File: config.mk
export PLATFORM = sky130hd
export DESIGN_NAME = order_word_to_decimal_fraction
export DESIGN_NICKNAME = d
export VERILOG_FILES = /design/src/rtl/owdf_pkg.sv /design/src/rtl/owdf_front.sv /design/src/rtl/owdf_queue.sv /design/src/rtl/owdf_back.sv /design/src/rtl/order_word_to_decimal_fraction.sv
export SDC_FILE = /design/constraint.sdc
export NUM_CORES = 1
export LEC_CHECK = 0
export CAP_MARGIN = 15
export CORE_ASPECT_RATIO = 1.4
export CORE_UTILIZATION = 50
export DETAILED_ROUTE_END_ITERATION = 8
export DONT_BUFFER_PORTS = 1
export PLACE_DENSITY = 0.76
export SYNTH_ARGS = -nofsm -noshare
export SYNTH_HDL_FRONTEND = slang
export SYNTH_SLANG_ARGS = --single-unit
export TNS_END_PERCENT = 10
File: constraint.sdc
create_clock -name i_clk -period 5.65 [get_ports i_clk]
set_input_delay 1.4125 -clock i_clk [delete_from_list [all_inputs] [get_ports i_clk]]
set_output_delay 1.4125 -clock i_clk [all_outputs]
set_load 0.005 [all_outputs]
File: src/rtl/owdf_pkg.sv
// Shared types, constants and the letter lookup of the order word to decimal fraction block.
// Has no dependencies; every other file of the block but the queue imports it.
package owdf_pkg;

    localparam int LETTER_W          = 8;
    localparam int ADDR_W            = 11;
    localparam int CHAR_W            = 8;
    localparam int CODE_W            = 5;
    localparam int LETTER_COUNT      = 32;
    localparam int WORD_BITS_DEF     = 17;
    localparam int ADDRESS_BITS_DEF  = 11;

    localparam logic [CHAR_W-1:0] CHAR_NUL   = 8'h00;
    localparam logic [CHAR_W-1:0] CHAR_MINUS = 8'h2D;
    localparam logic [CHAR_W-1:0] CHAR_POINT = 8'h2E;
    localparam logic [CHAR_W-1:0] CHAR_ZERO  = 8'h30;
    localparam logic [CHAR_W-1:0] CHAR_ONE   = 8'h31;

    // Teleprinter alphabet; the position of a letter is its 5-bit code.
    localparam logic [CHAR_W-1:0] LETTER_TABLE [LETTER_COUNT] = '{
        8'h50, 8'h51, 8'h57, 8'h45, 8'h52, 8'h54, 8'h59, 8'h55,
        8'h49, 8'h4F, 8'h4A, 8'h23, 8'h53, 8'h5A, 8'h4B, 8'h2A,
        8'h3F, 8'h46, 8'h40, 8'h44, 8'h21, 8'h48, 8'h4E, 8'h4D,
        8'h26, 8'h4C, 8'h58, 8'h47, 8'h41, 8'h42, 8'h43, 8'h56
    };

    typedef enum logic [1:0] {
        K_BAD       = 2'd0,
        K_ZERO      = 2'd1,
        K_MINUS_ONE = 2'd2,
        K_NORMAL    = 2'd3
    } t_kind;

    typedef struct packed {
        t_kind kind;
        logic  neg;
    } t_desc;

    typedef enum logic [1:0] {
        ST_IDLE  = 2'd0,
        ST_LEAD  = 2'd1,
        ST_POINT = 2'd2,
        ST_DIGIT = 2'd3
    } t_state;

    typedef struct packed {
        logic              found;
        logic [CODE_W-1:0] code;
    } t_lookup;

    // Each table entry is compared on its own; at most one can match.
    function automatic t_lookup letter_lookup(input logic [LETTER_W-1:0] letter);
        t_lookup res;
        res.found = 1'b0;
        res.code  = '0;
        for (int i = 0; i < LETTER_COUNT; i++) begin
            if (LETTER_TABLE[i] == letter) begin
                res.found = 1'b1;
                res.code  = CODE_W'(i);
            end
        end
        return res;
    endfunction

endpackage

File: src/rtl/owdf_front.sv
// Front end: looks up the letter, packs the order word and classifies it.
// Depends on owdf_pkg; feeds the descriptor queue.
module owdf_front #(
    parameter int WORD_BITS    = owdf_pkg::WORD_BITS_DEF,
    parameter int ADDRESS_BITS = owdf_pkg::ADDRESS_BITS_DEF
) (
    input  logic [owdf_pkg::LETTER_W-1:0] i_order_letter,
    input  logic [owdf_pkg::ADDR_W-1:0]   i_address,
    input  logic                          i_long_word,
    output owdf_pkg::t_desc               o_desc,
    output logic [WORD_BITS-2:0]          o_mag
);
    import owdf_pkg::*;

    localparam int FRAC  = WORD_BITS - 1;
    localparam int RAW_W = CODE_W + ADDRESS_BITS + 1;
    localparam int CAT_W = (RAW_W > WORD_BITS) ? RAW_W : WORD_BITS;

    t_lookup                 lookup;
    logic [ADDRESS_BITS-1:0] addr;
    logic [CAT_W-1:0]        cat;
    logic [WORD_BITS-1:0]    word;
    logic [WORD_BITS-1:0]    neg_word;
    logic                    is_zero;
    logic                    is_min;

    assign lookup   = letter_lookup(i_order_letter);
    assign addr     = ADDRESS_BITS'(i_address);
    assign cat      = (CAT_W'(lookup.code) << (ADDRESS_BITS + 1))
                    | (CAT_W'(addr) << 1) | CAT_W'(i_long_word);
    assign word     = cat[WORD_BITS-1:0];
    assign neg_word = ~word + WORD_BITS'(1);
    assign is_zero  = (word == '0);
    assign is_min   = word[WORD_BITS-1] && (word[FRAC-1:0] == '0);

    always_comb begin
        o_desc.neg = word[WORD_BITS-1];
        if (!lookup.found) begin
            o_desc.kind = K_BAD;
        end else if (is_zero) begin
            o_desc.kind = K_ZERO;
        end else if (is_min) begin
            o_desc.kind = K_MINUS_ONE;
        end else begin
            o_desc.kind = K_NORMAL;
        end
        o_mag = word[WORD_BITS-1] ? neg_word[FRAC-1:0] : word[FRAC-1:0];
    end

endmodule

File: src/rtl/owdf_queue.sv
// Two-entry queue that decouples the classifier from the text sequencer.
// Depends on no other file.
module owdf_queue #(
    parameter int WIDTH = 8
) (
    input  logic             i_clk,
    input  logic             i_rst_n,
    input  logic             i_push,
    input  logic [WIDTH-1:0] i_data,
    output logic             o_full,
    input  logic             i_pop,
    output logic             o_valid,
    output logic [WIDTH-1:0] o_data
);
    logic [WIDTH-1:0] r_mem [2];
    logic             r_wr_ptr;
    logic             r_rd_ptr;
    logic [1:0]       r_count;
    logic [1:0]       n_count;

    assign o_full  = (r_count == 2'd2);
    assign o_valid = (r_count != 2'd0);
    assign o_data  = r_mem[r_rd_ptr];

    always_comb begin
        n_count = r_count;
        if (i_push && !i_pop) begin
            n_count = r_count + 2'd1;
        end else if (i_pop && !i_push) begin
            n_count = r_count - 2'd1;
        end
    end

    always_ff @(posedge i_clk) begin
        if (!i_rst_n) begin
            r_wr_ptr <= 1'b0;
            r_rd_ptr <= 1'b0;
            r_count  <= 2'd0;
        end else begin
            r_count <= n_count;
            if (i_push) begin
                r_wr_ptr <= ~r_wr_ptr;
            end
            if (i_pop) begin
                r_rd_ptr <= ~r_rd_ptr;
            end
        end
    end

    always_ff @(posedge i_clk) begin
        if (i_push) begin
            r_mem[r_wr_ptr] <= i_data;
        end
    end

endmodule

File: src/rtl/owdf_back.sv
// Back end: sequencer that writes the decimal text one character per transfer.
// Depends on owdf_pkg; drives the output register of the block.
module owdf_back #(
    parameter int WORD_BITS = owdf_pkg::WORD_BITS_DEF
) (
    input  logic                        i_clk,
    input  logic                        i_rst_n,
    input  logic                        i_q_valid,
    input  owdf_pkg::t_desc             i_desc,
    input  logic [WORD_BITS-2:0]        i_mag,
    output logic                        o_q_pop,
    output logic                        o_valid,
    input  logic                        i_stall,
    output logic [owdf_pkg::CHAR_W-1:0] o_text_char,
    output logic                        o_last_char,
    output logic                        o_bad_letter
);
    import owdf_pkg::*;

    localparam int FRAC = WORD_BITS - 1;

    t_state             r_state, n_state;
    t_desc              r_desc, n_desc;
    logic [FRAC-1:0]    r_mag, n_mag;
    logic               r_valid, n_valid;
    logic [CHAR_W-1:0]  r_char, n_char;
    logic               r_last, n_last;
    logic               r_bad, n_bad;

    logic               adv;
    logic               emit;
    logic [CHAR_W-1:0]  ch;
    logic               last;
    logic               bad;
    logic [FRAC+3:0]    prod;

    assign adv  = !r_valid || !i_stall;
    // Times ten as two shifted copies added.
    assign prod = ({4'b0, r_mag} << 3) + ({4'b0, r_mag} << 1);

    always_ff @(posedge i_clk) begin
        if (!i_rst_n) begin
            r_state <= ST_IDLE;
            r_valid <= 1'b0;
        end else begin
            r_state <= n_state;
            r_valid <= n_valid;
        end
    end

    always_ff @(posedge i_clk) begin
        r_desc <= n_desc;
        r_mag  <= n_mag;
        r_char <= n_char;
        r_last <= n_last;
        r_bad  <= n_bad;
    end

    always_comb begin
        n_state = r_state;
        n_desc  = r_desc;
        n_mag   = r_mag;
        o_q_pop = 1'b0;
        emit    = 1'b0;
        ch      = CHAR_ZERO;
        last    = 1'b0;
        bad     = 1'b0;
        case (r_state)
            ST_IDLE: begin
                if (i_q_valid && adv) begin
                    o_q_pop = 1'b1;
                    emit    = 1'b1;
                    n_desc  = i_desc;
                    n_mag   = i_mag;
                    case (i_desc.kind)
                        K_BAD: begin
                            ch   = CHAR_NUL;
                            last = 1'b1;
                            bad  = 1'b1;
                        end
                        K_MINUS_ONE: begin
                            ch      = CHAR_MINUS;
                            n_state = ST_LEAD;
                        end
                        K_NORMAL: begin
                            if (i_desc.neg) begin
                                ch      = CHAR_MINUS;
                                n_state = ST_LEAD;
                            end else begin
                                ch      = CHAR_ZERO;
                                n_state = ST_POINT;
                            end
                        end
                        default: begin
                            ch      = CHAR_ZERO;
                            n_state = ST_POINT;
                        end
                    endcase
                end
            end
            ST_LEAD: begin
                if (adv) begin
                    emit    = 1'b1;
                    ch      = (r_desc.kind == K_MINUS_ONE) ? CHAR_ONE : CHAR_ZERO;
                    n_state = ST_POINT;
                end
            end
            ST_POINT: begin
                if (adv) begin
                    emit    = 1'b1;
                    ch      = CHAR_POINT;
                    n_state = ST_DIGIT;
                end
            end
            ST_DIGIT: begin
                if (adv) begin
                    emit = 1'b1;
                    if (r_desc.kind == K_NORMAL) begin
                        ch    = CHAR_ZERO + CHAR_W'(prod[FRAC+3:FRAC]);
                        n_mag = prod[FRAC-1:0];
                        last  = (prod[FRAC-1:0] == '0);
                    end else begin
                        ch   = CHAR_ZERO;
                        last = 1'b1;
                    end
                    if (last) begin
                        n_state = ST_IDLE;
                    end
                end
            end
            default: begin
                n_state = ST_IDLE;
            end
        endcase

        if (emit) begin
            n_valid = 1'b1;
            n_char  = ch;
            n_last  = last;
            n_bad   = bad;
        end else begin
            n_valid = r_valid && i_stall;
            n_char  = r_char;
            n_last  = r_last;
            n_bad   = r_bad;
        end
    end

    assign o_valid      = r_valid;
    assign o_text_char  = r_char;
    assign o_last_char  = r_last;
    assign o_bad_letter = r_bad;

endmodule

File: src/rtl/order_word_to_decimal_fraction.sv
// Order word to decimal fraction: order letter, address and flag in, decimal text out.
// The input is written into the queue, and its first character is then registered in the output register.
// Throughput: one character per cycle while i_stall is low; the text of an item has
// 1 to WORD_BITS+2 characters, emitted one after another by the sequencer.
// Reset is synchronous, active low, and empties the queue and the output register.
module order_word_to_decimal_fraction #(
    parameter int WORD_BITS    = owdf_pkg::WORD_BITS_DEF,
    parameter int ADDRESS_BITS = owdf_pkg::ADDRESS_BITS_DEF
) (
    input  logic                          i_clk,
    input  logic                          i_rst_n,
    input  logic                          i_valid,
    output logic                          o_stall,
    input  logic [owdf_pkg::LETTER_W-1:0] i_order_letter,
    input  logic [owdf_pkg::ADDR_W-1:0]   i_address,
    input  logic                          i_long_word,
    output logic                          o_valid,
    input  logic                          i_stall,
    output logic [owdf_pkg::CHAR_W-1:0]   o_text_char,
    output logic                          o_last_char,
    output logic                          o_bad_letter
);
    import owdf_pkg::*;

    localparam int FRAC  = WORD_BITS - 1;
    localparam int ENT_W = $bits(t_desc) + FRAC;

    t_desc            front_desc;
    logic [FRAC-1:0]  front_mag;
    logic             q_full;
    logic             q_valid;
    logic             q_pop;
    logic [ENT_W-1:0] q_data;
    t_desc            back_desc;
    logic [FRAC-1:0]  back_mag;

    assign o_stall = q_full;

    owdf_front #(
        .WORD_BITS    (WORD_BITS),
        .ADDRESS_BITS (ADDRESS_BITS)
    ) u_front (
        .i_order_letter (i_order_letter),
        .i_address      (i_address),
        .i_long_word    (i_long_word),
        .o_desc         (front_desc),
        .o_mag          (front_mag)
    );

    owdf_queue #(
        .WIDTH (ENT_W)
    ) u_queue (
        .i_clk   (i_clk),
        .i_rst_n (i_rst_n),
        .i_push  (i_valid && !q_full),
        .i_data  ({front_desc, front_mag}),
        .o_full  (q_full),
        .i_pop   (q_pop),
        .o_valid (q_valid),
        .o_data  (q_data)
    );

    assign back_desc = t_desc'(q_data[ENT_W-1:FRAC]);
    assign back_mag  = q_data[FRAC-1:0];

    owdf_back #(
        .WORD_BITS (WORD_BITS)
    ) u_back (
        .i_clk        (i_clk),
        .i_rst_n      (i_rst_n),
        .i_q_valid    (q_valid),
        .i_desc       (back_desc),
        .i_mag        (back_mag),
        .o_q_pop      (q_pop),
        .o_valid      (o_valid),
        .i_stall      (i_stall),
        .o_text_char  (o_text_char),
        .o_last_char  (o_last_char),
        .o_bad_letter (o_bad_letter)
    );

endmodule

==> results.ini <==
[status]
outcome = completed

[final_layout]
area_growth_pct = 7.48
final_cell_mix = 64 x edfxtp_1, 40 x nor2_1, 40 x nand2_1
final_common_cell = edfxtp_1
n_antenna_cell = 0
nets = 505
layout-drive-gt1-share = 0.0690
finalInstanceArea_um2 = 4960

[route]
wl_per_cell_um = 15.6
antenna_left = 0
drt_iter0_markers = 210
first_pass_iters = 6
viasPerCell = 5.91
wl_um = 8900
vias = 3374
drcViolationCount = 0

[critical_path]
crit_slowest_cell = nor4b_4
cpPeakStageDelay_ns = 0.39
critPathBufInv = 1
reg2regPathDepth = 11
critical_path.startpoint_type = input port
timing.rr.end = u_back.o_last_char
path_cells = nor4b_4 -> nand3_1 -> a21boi_1 -> o21a_1 -> or3_1 -> nor2_4 -> inv_2 -> o21ai_0 -> xnor2_1
r2r_slack_ns = 2.83
cp.required_ns = 5.71
endpoint_kind = flop
crit_type = in -> reg
critPathArrivalTime_ns = 3.07
reg2reg_from = u_back.r_mag[0]
cp_top_family = simple AND/OR/NAND/NOR gates
crit_fanout = 11

[min_path]
holdPathStages = 2
hp-start = u_queue.r_rd_ptr
hold_path.class = reg -> reg

[timing]
report.final.setup_viol = 0
timing.hold.ws_ns = 0.507
rsz0062_at_grt = no
clock_skew_ns = 0.00322
worst_pin_slew_ns = 1.07
setup_tns_ns = 0
hold_violations = 0
slew_headroom = 0.285
min_period_ns = 3.01
fin_crit_sh = 0.533
max_freq_ghz = 0.332
report.final.slew_viol_count = 0

[cts]
post_cts_buffers = 0
cts_root_buffer = clkbuf_16
clk_pin_slew_ns = 0.05
clock_latency_ns = 0.33
cts_made_buffers = 9
cts_max_path_buffers = 2
cts_tree = built
postCtsHoldBufs = 0
cts_resized = 0
h-tree-depth = 3
cts_num_sinks = 72

[placed_design]
port_buffers = 0
place_congestion = 0.882
post_dp_cell_area_um2 = 4670
dp_hpwl_um = 6670

[synth]
synthDistinctLibCells = 71
synth_edf_count = 64
synthCells = 465
synth-seq-area-share = 0.451
async_flop_share = 0
yosysWarnings = 0
synth_area_per_cell_um2 = 9.93
synth-main-ff-cell = edfxtp_1
synth_area_um2 = 4620
ys_ff_latch = 72

[flow_run]
max_cap_viol_count = 0

[floorplanning]
die-area_um2 = 9630
start_util = 0.515
num_rows = 41
die_x_um = 83.2
core-area_um2 = 8980
boundaryPins = 36
fp.dieH_um = 116

[power]
power_mw = 2.87
power.density_nw_per_um2 = 579
ir_drop_mv = 0.260
leakagePower_nw = 1.84

[global_routing]
track_usage = 0.195
antenna_found_initial = 0
grt_max_degree = 38
grt_pass1_vias = 3405
grt_pass1_wl_um = 15000
grt_remaining_overflow = 0

logic make-up after synthesis:
group                      share of synthesized area
buffers and inverters                         0.0409
AOI/OAI and AO/OA                              0.180
DFF                                            0.451
other                                       0.000812
adders and majority gates                     0.0612
xor gates and xnor gates                      0.0531
and+or+nand+nor                                0.178
muxes                                         0.0355
area by class of cell:
class / instances / area (um^2)
Sequential cell: 72 / 2080
Multi-Input combinational cell: 349 / 2350
Tap cell: 107 / 134
Clock buffer: 9 / 225
Clock inverter: 7 / 38.8
Fill cell: 738 / 4010
Timing Repair Buffer: 3 / 42.5
Inverter: 24 / 90.1
cell usage after synthesis, types with 3 or more instances:
master / instances / area (um^2)
a211o_1: 3 / 26.3
a21oi_1: 24 / 120
nand4_1: 5 / 31.3
ha_1: 21 / 263
nor2b_1: 10 / 62.6
o21ai_0: 31 / 155
a21o_1: 6 / 45.0
buf_4: 3 / 22.5
o211ai_1: 4 / 30.0
nor3_1: 12 / 60.1
mux2_2: 3 / 33.8
nand2b_1: 13 / 81.3
o22ai_1: 4 / 25.0
or3_1: 5 / 31.3
mux2i_1: 13 / 130
xor2_1: 12 / 105
and2_1: 4 / 25.0
a211oi_1: 9 / 67.6
xnor2_1: 16 / 140
nand3_1: 8 / 40.0
clkbuf_1: 9 / 33.8
edfxtp_1: 64 / 1920
a31oi_1: 5 / 31.3
o21a_1: 5 / 37.5
dfxtp_1: 8 / 160
nor4_1: 4 / 25.0
nand2_1: 40 / 150
nor2_1: 40 / 150
buf_2: 6 / 30.0
a32oi_1: 3 / 26.3
inv_1: 23 / 86.3
worst reg2reg max path, delay by kind of cell (launching register included):
family / cells / cell delay [ns]
flops: 1 / 0.37
buf+inv: 1 / 0.05
compound gates: 4 / 0.56
simple gates: 4 / 1.08
fa+ha+maj: 2 / 0.59
report_power, final:
group	switching (mW)	internal [mW]
registers	0.124	0.829
clock network	0.202	0.291
logic	0.845	0.582
state kept, by name, indices dropped and copies added, names as in the netlist, named ones only:
register,flops
u_back.r_mag,16
u_queue.r_mem,38
u_back.o_bad_letter,1
u_back.o_valid,1
u_queue.r_count,2
u_back.o_last_char,1
u_queue.r_rd_ptr,1
u_back.r_state,2
u_queue.r_wr_ptr,1
u_back.r_desc,2
u_back.o_text_char,6
stage by stage:
stage / worst slack [ns] / instances / utilization
detailed placement: 2.33 / 554 / 0.521
CTS: 2.64 / 570 / 0.550
finish: 2.64 / 571 / 0.553
global route: 2.45 / 571 / 0.553
floorplan: 1.77 / 466 / -
global placement: 2.42 / 554 / 0.521
worst max-delay path by stage:
stage                                 endpoint              start  depth (start not counted)
final                      u_queue.r_mem[1][7]  i_order_letter[7]                          9
after global routing      u_queue.r_mem[0][10]  i_order_letter[3]                          9
after CTS                  u_queue.r_mem[1][7]  i_order_letter[7]                          9
after detailed placement   u_queue.r_mem[0][7]  i_order_letter[7]                          9
after global placement    u_queue.r_mem[0][15]  i_order_letter[5]                          8
after floorplan                u_back.r_mag[0]            i_stall                          4
per-layer routing:
metal  part of all wire  up-vias  global-route usage
met2               0.54       77               0.365
met5                  0        -                   0
li1                   -     1705                   -
met1               0.39     1570               0.200
met4              0.032        0               0.111
met3              0.039       22              0.0442
(Power assumes the default switching activity.)
